--- config.mk ---
export PLATFORM = sky130hd
export DESIGN_NAME = crps_ram
export DESIGN_NICKNAME = d
export VERILOG_FILES = /design/src/design/crps_ram.sv
export SDC_FILE = /design/constraint.sdc
export NUM_CORES = 1
export LEC_CHECK = 0
export CORE_MARGIN = 5
export CORE_UTILIZATION = 50
export CTS_CLUSTER_SIZE = 20
export DETAILED_ROUTE_END_ITERATION = 7
export DONT_BUFFER_PORTS = 1
export PLACE_DENSITY = 0.69
export SETUP_SLACK_MARGIN = 0.2
export SLEW_MARGIN = 10
export SYNTH_ARGS = -nofsm -noshare
export SYNTH_HDL_FRONTEND = slang
export SYNTH_SLANG_ARGS = --single-unit
--- constraint.sdc ---
create_clock -name clock -period 3.88 [get_ports clock]
set_input_delay 0 -clock clock [delete_from_list [all_inputs] [get_ports clock]]
set_output_delay 0 -clock clock [all_outputs]
set_load 0.02 [all_outputs]
--- src/design/crps_ram.sv ---
// ----------------------------------------------------------------------------
// crps_ram
// Generic single-write, single-read RAM with registered read data.
// ----------------------------------------------------------------------------
module crps_ram #(
   parameter int WIDTH = 8,
   parameter int DEPTH = 16
) (
   input  logic                             clock,
   input  logic                             wr_en,
   input  logic [$clog2(DEPTH)-1:0]         wr_addr,
   input  logic [WIDTH-1:0]                 wr_data,
   input  logic                             rd_en,
   input  logic [$clog2(DEPTH)-1:0]         rd_addr,
   output logic [WIDTH-1:0]                 rd_data
);

   logic [WIDTH-1:0] mem_ff [DEPTH];
   logic [WIDTH-1:0] rd_data_ff;

   always_ff @(posedge clock) begin
      if (wr_en) begin
         mem_ff[wr_addr] <= wr_data;
      end
      if (rd_en) begin
         rd_data_ff <= mem_ff[rd_addr];
      end
   end

   assign rd_data = rd_data_ff;

endmodule

==> results of run 1 <==
==> sequential cells by signal, indices dropped and copies added, names as in the netlist <==
| signal | flops |
|---|---|
| mem_ff | 128 |
| rd_data | 8 |
==> cell families (layout without fill, tap and decap cells) <==
group                  after synthesis  count (layout)
AO/OA/AOI/OAI                       16              16
buffers and inverters               10              55
flip-flops                         136             136
multiplexers                        32              32
AND/OR/NAND/NOR                     35              35
==> critical path: stages, from the launching register on <==
cell	delay [ns]
edfxtp_1	0.36
mux4_1	0.50
dlygate4sd3_1	0.57
a22oi_1	0.17
dlygate4sd3_1	0.57
nand2_1	0.04
dlygate4sd3_1	0.55
==> final timing paths <==
check / start / to / slack (ns) / depth (start not counted)
worst max-delay path: mem_ff[9][3]$_DFFE_PP_ / rd_data[3]$_DFFE_PP_ / 0.86 / 6
worst min-delay path: wr_addr[2] / mem_ff[4][5]$_DFFE_PP_ / 0.04 / 3
worst max register to register: mem_ff[9][3]$_DFFE_PP_ / rd_data[3]$_DFFE_PP_ / 0.86 / 6
worst min register to register: mem_ff[12][5]$_DFFE_PP_ / rd_data[5]$_DFFE_PP_ / 0.77 / 3
==> metal layers <==
layer	routed length, µm	vias to the layer above	part of all wire, %	GRT usage (%)
li1	-	1051	-	-
met1	4150	1243	40	23.8
met2	5290	108	51	27.3
met3	866	6	8.3	4.64
met4	82	0	0.79	6.97
met5	0	-	0	0
==> cells in the final DEF (no fill, tap or decap), drive strengths merged <==
cell type / count
nor2b: 1
edfxtp: 136
and2b: 1
nand2: 9
buf: 5
inv: 2
clkinvlp: 3
or3b: 1
nor2: 13
clkinv: 5
bufinv: 4
nand2b: 2
and2: 1
clkbuf: 18
nand3b: 2
nor3: 4
dlygate4sd3: 18
nand3: 1
mux4: 32
a22oi: 16
==> through the flow <==
step / worst slack, ns / hold slack, ns / std cells / area [µm²]
floorplan: 2.39 / 0.0989 / 229 / 5230
global placement: 2.24 / 0.0999 / 358 / 5330
detailed placement: 2.11 / 0.0999 / 358 / 5330
CTS: 0.873 / 0.000362 / 410 / 6170
global route: 0.725 / 0.0146 / 410 / 6170
finish: 0.862 / 0.0373 / 410 / 6170
==> final cells by class <==
| class | instances | area (µm²) |
|---|---|---|
| multi-input cells | 83 | 1060 |
| repair buffers | 23 | 243 |
| clock buffers | 18 | 418 |
| well taps | 136 | 170 |
| clock inverters | 14 | 196 |
| fillers | 742 | 4110 |
| flip-flops and latches | 136 | 4080 |
==> power groups by stage <==
stage	Clock (mW)	Sequential [mW]	Combinational [mW]
floorplan	0	1.70	0.0835
global placement	0	1.70	0.0858
detailed placement	0	1.71	0.0878
CTS	1.66	1.68	0.142
global route	1.73	1.68	0.153
finish	1.64	1.67	0.142
==> repair_timing <==
action,CTS,global route
hold buffers,20,0
endpoints found under the hold margin,193,0
buffers inserted,0,0
endpoints found under the setup margin,0,0
gates resized for setup,0,0
==> results.md, run 1 <==
- Endpoints failing setup: 0
- 1st-iter DRT viols: 233
- Area Growth Syn to Fin: 18.0%
- Crit Path Class: register to register
- Clock Power Share: 47.4%
- Adder-Cell Fraction of Synth Area: 0%
- Slew @ Worst Pin: 0.960 ns
- Pint: 2.77 mW
- Placeable Area: 10300 µm²
- Syn nets: 248
- Pwr Total: 3.45 mW
- Largest family of logic cells by synthesized area: multiplexers
- Final Skew: 0.00817 ns
- Synth Register Bits: 136
- RSZ-0062 raised after global routing: no
- Max IR drop VDD: 335 µV
- PortBufs: 0
- Cell with the most instances after synthesis: edfxtp_1
- Final wirelength: 10400 µm
- Async S/R FF share, synth: 0%
- Nets: 280
- Synth area leader: edfxtp_1
- Startpoint Class: register
- Initial antenna violation count: 0
- Slew HR: 35.8%
- Drt drc: 0
- CP Data Arrival Time: 3.28 ns
- Buffer levels on the longest clock path: 2
- Root buf cell: clkbuf_8
- Num Clock Sinks: 136
- Number of global-route vias before repair: 2545
- Number of routed nets with antenna violations: 0
- Combinational Power Share: 4.1%
- Reg power frac: 48.5%
- Max_cap viols: 0
- FMAX: 0.331 GHz
- TritonCTS buffer count: 17
- CTS tree: done
- Io pins: 27
- DP HPWL: 6030 µm
- DR pass1 iterations: 4
- Mapped Area: 5230 µm²
- Most used DFF post-synth: edfxtp_1
- Status: finished clean
- WL per Instance: 25.4 µm
- Avg Cell Area, Syn: 22.8 µm²
- CP required: 4.14 ns
- Fraction of layout cells with a size suffix above 1: 20.1%
- Pleak: 2.01 nW
- Endpoint class of the critical path: register
- Post-Syn Instances: 229
- Complex-gate fraction of the synthesized area: 2.30%
- Sw Share: 19.9%
- Synth area leaders: edfxtp_1 78%, mux4_2 7.8%, mux4_1 7.0%, a22oi_1 2.3%, nor2_1 0.93%
- Drt via density: 5.87
- Synth cell types: 18
- Final-report hold violation count: 0
- H-tree levels: 4
- Clock Latency Late Sink: 0.51 ns
- Clk slew on worst S/H paths: 0.06 ns
- Die area: 12600 µm²
- Largest net degree at the start of global routing: 33
- All-Layer GR Usage: 17.5%
- Congestion Overflow GR: 0
- Type of the tightest min-delay check: primary input to register
- Wire length of the first global-routing pass: 15600 µm
- Number of antenna cells inserted: 0
- Ys Warns: 0
- Multiplexer share of the synthesized area: 14.8%
- Via count: 2408
- DIE HEIGHT: 112 µm
- Synth top area share: 78.1%
- Post-Synth XOR/XNOR Area: 0%
- Pwr/cell area: 560 nW/µm²
- Post-layout util: 60.0%
- Switching power: 0.686 mW
- Seq/Total Area, Yosys: 78.1%
- # rows: 37
- Final cycle utilization of the critical path: 77.8%
- Final min period: 3.02 ns
- Final GP Congestion: 0.751
- Slew Viols, Final: 0
- Post-synth top cells: 136 x edfxtp_1, 18 x mux4_2, 16 x a22oi_1
- Setup_tns: 0 ns
- Die Wd: 112 µm
- Simple-Gate Fraction of Synth Area: 3.14%
- Critical path peak fanout: 1
- Post-synth EDFFs: 136
- Starting Density: 50.9%
Power figures use the tool's default switching activity.
==> run 2: changes to the inputs <==
PLACE_DENSITY = 0.72   (was 0.69)
clock period = 2.6 ns   (was 3.88 ns; I/O delays follow)
==> results.md, run 2 (synthesis gave the netlist of run 1 again) <==
- Max_cap viols: 0
- Met2 Use GR: 27.5%
- Nets: 282
- CP Data Arrival Time: 2.19 ns
- Drt via density: 5.86
- Switching power: 1.00 mW
- Area Growth Syn to Fin: 18.5%
- Final-report hold violation count: 0
- Clock Power Share: 48.0%
- Die Wd: 112 µm
- Endpoint class of the critical path: register
- CP required: 2.87 ns
- Starting Density: 50.9%
- Final Skew: 0.00467 ns
- Max reg flops: 128
- Setup Buffers After CTS: 0
- DIE HEIGHT: 112 µm
- Post-layout util: 60.3%
- Grt met3 use: 6.58%
- Final GP Congestion: 0.714
- Fill cell count: 731
- Number of antenna cells inserted: 0
- Drt drc: 0
- Sw Share: 19.3%
- Slew @ Worst Pin: 0.928 ns
- Commonest cells after routing, fill and taps aside: 136 x edfxtp_1, 18 x mux4_2, 16 x a22oi_1, 16 x clkbuf_16, 16 x dlygate4sd3_1
- # rows: 37
- Pint: 4.20 mW
- Commonest non-fill, non-tap cell in the layout: edfxtp_1
- Fraction of layout cells with a size suffix above 1: 21.0%
- FMAX: 0.519 GHz
- Final min period: 1.93 ns
- Post-CTS sizing: 0
- RSZ-0062 raised after global routing: no
- Via count: 2416
- # hold bufs at CTS: 18
- Hold_ws: 0.0403 ns
- All-Layer GR Usage: 17.6%
- Combinational Power Share: 4.0%
- Die area: 12600 µm²
- Flip-flop and latch area: 4080 µm²
- DR pass1 iterations: 4
- Endpoints failing setup: 0
- Crit Path Class: register to register
- CTS tree: done
- Slew HR: 37.9%
- Area of the multi-input gates: 1060 µm²
- Clk slew on worst S/H paths: 0.06 ns
- H-tree levels: 4
- Largest net degree at the start of global routing: 33
- Initial antenna violation count: 0
- Startpoint Class: register
- Met1 Use GR: 23.0%
- Congestion Overflow GR: 0
- Wire length of the first global-routing pass: 15700 µm
- Type of the tightest min-delay check: primary input to register
- PortBufs: 0
- WL per Instance: 24.4 µm
- Buffer levels on the longest clock path: 2
- Final WS setup: 0.674 ns
- Final wirelength: 10000 µm
- Critical path peak fanout: 1
- Largest Register: mem_ff
- Number of global-route vias before repair: 2569
- Setup_tns: 0 ns
- TritonCTS buffer count: 17
- Pleak: 2.04 nW
- Num Clock Sinks: 136
- Max IR drop VDD: 378 µV
- Root buf cell: clkbuf_8
- Final cycle utilization of the critical path: 74.1%
- Status: finished clean
- Pwr/cell area: 841 nW/µm²
- Pre-CTS worst setup slack: 1.09 ns
- 1st-iter DRT viols: 170
- Slew Viols, Final: 0
- Clock Latency Late Sink: 0.52 ns
- Number of routed nets with antenna violations: 0
- Placeable Area: 10300 µm²
- Reg power frac: 48.0%
- DP HPWL: 5800 µm
- Top Usage Layer GRT: met2
- Io pins: 27
==> run 2: cell type report <==
| class | instances | area share (%) |
|---|---|---|
| multi-input cells | 83 | 17.1 |
| repair buffers | 25 | 4.20 |
| well taps | 136 | 2.75 |
| clock inverters | 15 | 3.33 |
| flip-flops and latches | 136 | 66.0 |
| clock buffers | 17 | 6.69 |
==> run 2: stage by stage <==
stage | cell area (µm²) | cells | power [mW]
2_1_floorplan | 5230 | 229 | 2.66
3_3_place_gp | 5360 | 362 | 2.67
3_5_place_dp | 5360 | 362 | 2.68
4_1_cts | 6190 | 412 | 5.25
5_1_grt | 6190 | 412 | 5.38
6_report | 6190 | 412 | 5.21
==> run 2: per-layer routing <==
| metal | share of wire [%] | wire length (µm) | vias up |
|---|---|---|---|
| met2 | 52 | 5190 | 95 |
| met1 | 40 | 3990 | 1263 |
| met4 | 0.73 | 73 | 0 |
| met5 | 0 | 0 | - |
| li1 | - | - | 1052 |
| met3 | 7.8 | 786 | 6 |
==> run 2: path summary, 6_finish.rpt <==
kind | start | to | slack (ns) | cells past startpoint
setup / recovery | mem_ff[8][5]$_DFFE_PP_ | rd_data[5]$_DFFE_PP_ | 0.67 | 4
hold / removal | wr_addr[2] | mem_ff[7][7]$_DFFE_PP_ | 0.04 | 2
setup reg to reg | mem_ff[8][5]$_DFFE_PP_ | rd_data[5]$_DFFE_PP_ | 0.67 | 4
hold reg to reg | mem_ff[12][0]$_DFFE_PP_ | rd_data[0]$_DFFE_PP_ | 0.75 | 3
==> run 2: critical path: stages (launching register included) <==
cell and delay, ns:
edfxtp_1 0.36, mux4_1 0.47, dlygate4sd3_1 0.57, a22oi_1 0.20, nand2_1 0.07
==> run 2: power by group through the flow <==
| stage | Clock, mW | Sequential, mW | Combinational (mW) |
|---|---|---|---|
| floorplan | 0 | 2.54 | 0.125 |
| global placement | 0 | 2.54 | 0.128 |
| detailed placement | 0 | 2.55 | 0.129 |
| CTS | 2.54 | 2.50 | 0.209 |
| global route | 2.65 | 2.50 | 0.224 |
| finish | 2.50 | 2.50 | 0.207 |
==> run 3: changes to the inputs <==
ABC_AREA = 1   (was unset)
clock period = 1.7 ns   (was 2.6 ns; I/O delays follow)
==> results.md, run 3 <==
- Placeable Area: 11400 µm²
- Crit Path Class: primary input to register
- Largest net degree at the start of global routing: 66
- Synth Register Bits: 136
- Pwr Total: 8.28 mW
- Crit-path slowest cell: dlygate4sd3_1
- Final-report hold violation count: 0
- Post-synth EDFFs: 136
- Clock Latency Late Sink: 0.41 ns
- Final GP Congestion: 0.846
- Post-Syn Instances: 551
- Synth area leader: edfxtp_1
- Io pins: 27
- Wire length of the first global-routing pass: 21200 µm
- Post-CTS sizing: 0
- CP Data Arrival Time: 1.61 ns
- Area Growth Syn to Fin: 15.5%
- Post-layout util: 59.1%
- Post-synth top cells: 173 x nand2_1, 136 x edfxtp_1, 100 x inv_1
- Clk slew on worst S/H paths: 0.06 ns
- Commonest cells after routing, fill and taps aside: 173 x nand2_1, 136 x edfxtp_1, 100 x inv_1
- CP required: 1.98 ns
- Buffer levels on the longest clock path: 2
- Switching power: 1.65 mW
- CTS tree: done
- Synth top area share: 69.8%
- Endpoint class of the critical path: register
- Critical path cell sequence: dlygate4sd3_1 -> nand3_1 -> nand3_1 -> nand3_1 -> nand2_1
- Die Wd: 118 µm
- Final Skew: 0.00474 ns
- Synth area leaders: edfxtp_1 70%, nand2_1 11%, nand3_1 8.3%, inv_1 6.4%, buf_6 1.2%
- Ys Warns: 0
- Drt drc: 0
- Via count: 3892
- Largest Register: mem_ff
- Critical path peak fanout: 18
- Starting Density: 51.2%
- All-Layer GR Usage: 20.2%
- TritonCTS buffer count: 17
- Slew @ Worst Pin: 0.869 ns
- Startpoint Class: primary input
- Die area: 14000 µm²
- Combinational Power Share: 4.7%
- Endpoints failing setup: 0
- Hold depth: 4
- Status: finished clean
- Finished Layout Cells: 729
- Number of routed nets with antenna violations: 0
- Reg power frac: 46.2%
- Congestion Overflow GR: 0
- Slew Viols, Final: 0
- Sw Share: 19.9%
- Async S/R FF share, synth: 0%
- Pwr/cell area: 1230 nW/µm²
- Type of the tightest min-delay check: primary input to register
- Final min period: 1.33 ns
- Seq/Total Area, Yosys: 69.8%
- Nets: 592
- # rows: 39
- Most frequent CP cell: nand3_1
- Most used DFF post-synth: edfxtp_1
- DP HPWL: 8040 µm
- Clock Power Share: 49.0%
- Setup Buffers After CTS: 0
- CP peak stage delay: 1.11 ns
- Fill cell count: 913
- Max reg flops: 128
- DIE HEIGHT: 118 µm
- PortBufs: 0
- RSZ-0062 raised after global routing: no
- Avg Cell Area, Syn: 10.6 µm²
- WL per Instance: 18.7 µm
- Drt via density: 5.34
- H-tree levels: 4
- Initial antenna violation count: 1
- Root buf cell: clkbuf_16
- Setup_tns: 0 ns
- FF-to-FF path depth: 6
- Pint: 6.64 mW
- Number of global-route vias before repair: 3893
- Slew HR: 41.8%
- Cell with the most instances after synthesis: nand2_1
- Fraction of layout cells with a size suffix above 1: 7.86%
- # hold bufs at CTS: 12
- FMAX: 0.750 GHz
- Commonest non-fill, non-tap cell in the layout: nand2_1
- Final cycle utilization of the critical path: 78.5%
- Syn nets: 570
- Max_cap viols: 0
- Pleak: 2.87 nW
- Max IR drop VDD: 658 µV
- DP Cell Count: 685
- Final wirelength: 13600 µm
- DR pass1 iterations: 5
- Synth cell types: 11
- Mapped Area: 5850 µm²
- 1st-iter DRT viols: 365
- Num Clock Sinks: 136
==> run 3: cells by family after synthesis <==
family	synth area share [%]
and+or+nand+nor	20.8
DFF	69.8
buffers and inverters	9.39
==> run 3: stage by stage <==
| step | worst slack, ns | cell area (µm²) | hold WS, ns |
|---|---|---|---|
| 2_1_floorplan | 0.749 | 5850 | 0.0989 |
| 3_3_place_gp | 0.544 | 5970 | 0.100 |
| 3_5_place_dp | 0.499 | 5970 | 0.0997 |
| 4_1_cts | 0.423 | 6750 | 0.00378 |
| 5_1_grt | 0.316 | 6750 | 0.0333 |
| 6_report | 0.366 | 6750 | 0.0204 |
==> run 3: power groups by stage <==
stage	Combinational (mW)	Clock, mW	Sequential (mW)
6_report	0.393	4.06	3.83
5_1_grt	0.439	4.25	3.83
4_1_cts	0.392	4.10	3.83
3_5_place_dp	0.292	0	3.90
3_3_place_gp	0.282	0	3.90
2_1_floorplan	0.265	0	3.89
==> run 3: worst max-delay path, delay by kind of cell <==
| family | cells | cell delay [ns] |
|---|---|---|
| and+or+nand+nor | 4 | 0.49 |
| buffers and inverters | 1 | 1.11 |
==> run 3: layer usage <==
layer	wire [µm]	vias up	global-route usage, %	part of all wire, %
met2	6680	186	32.2	49
met1	5180	1845	25.5	38
met3	1310	37	6.11	9.6
met5	0	-	0	0
li1	-	1824	-	-
met4	423	0	9.25	3.1
==> run 3: final cells by class <==
type                    count  area [µm²]  share of cell area [%]
flip-flops and latches    136        4080                    60.5
well taps                 143         179                    2.65
clock inverters            12         225                    3.34
clock buffers              19         433                    6.41
repair buffers             27         233                    3.45
multi-input cells         289        1210                    18.0
diodes                      1        2.50                  0.0371
inverters                 102         383                    5.67
==> run 3: worst paths after layout <==
path	from	end	slack (ns)
worst min register to register	mem_ff[10][6]$_DFFE_PP_	rd_data[6]$_DFFE_PP_	0.76
worst max-delay path	rd_addr[1]	rd_data[0]$_DFFE_PP_	0.37
worst max register to register	mem_ff[2][3]$_DFFE_PP_	rd_data[3]$_DFFE_PP_	0.51
worst min-delay path	rd_addr[1]	rd_data[1]$_DFFE_PP_	0.02
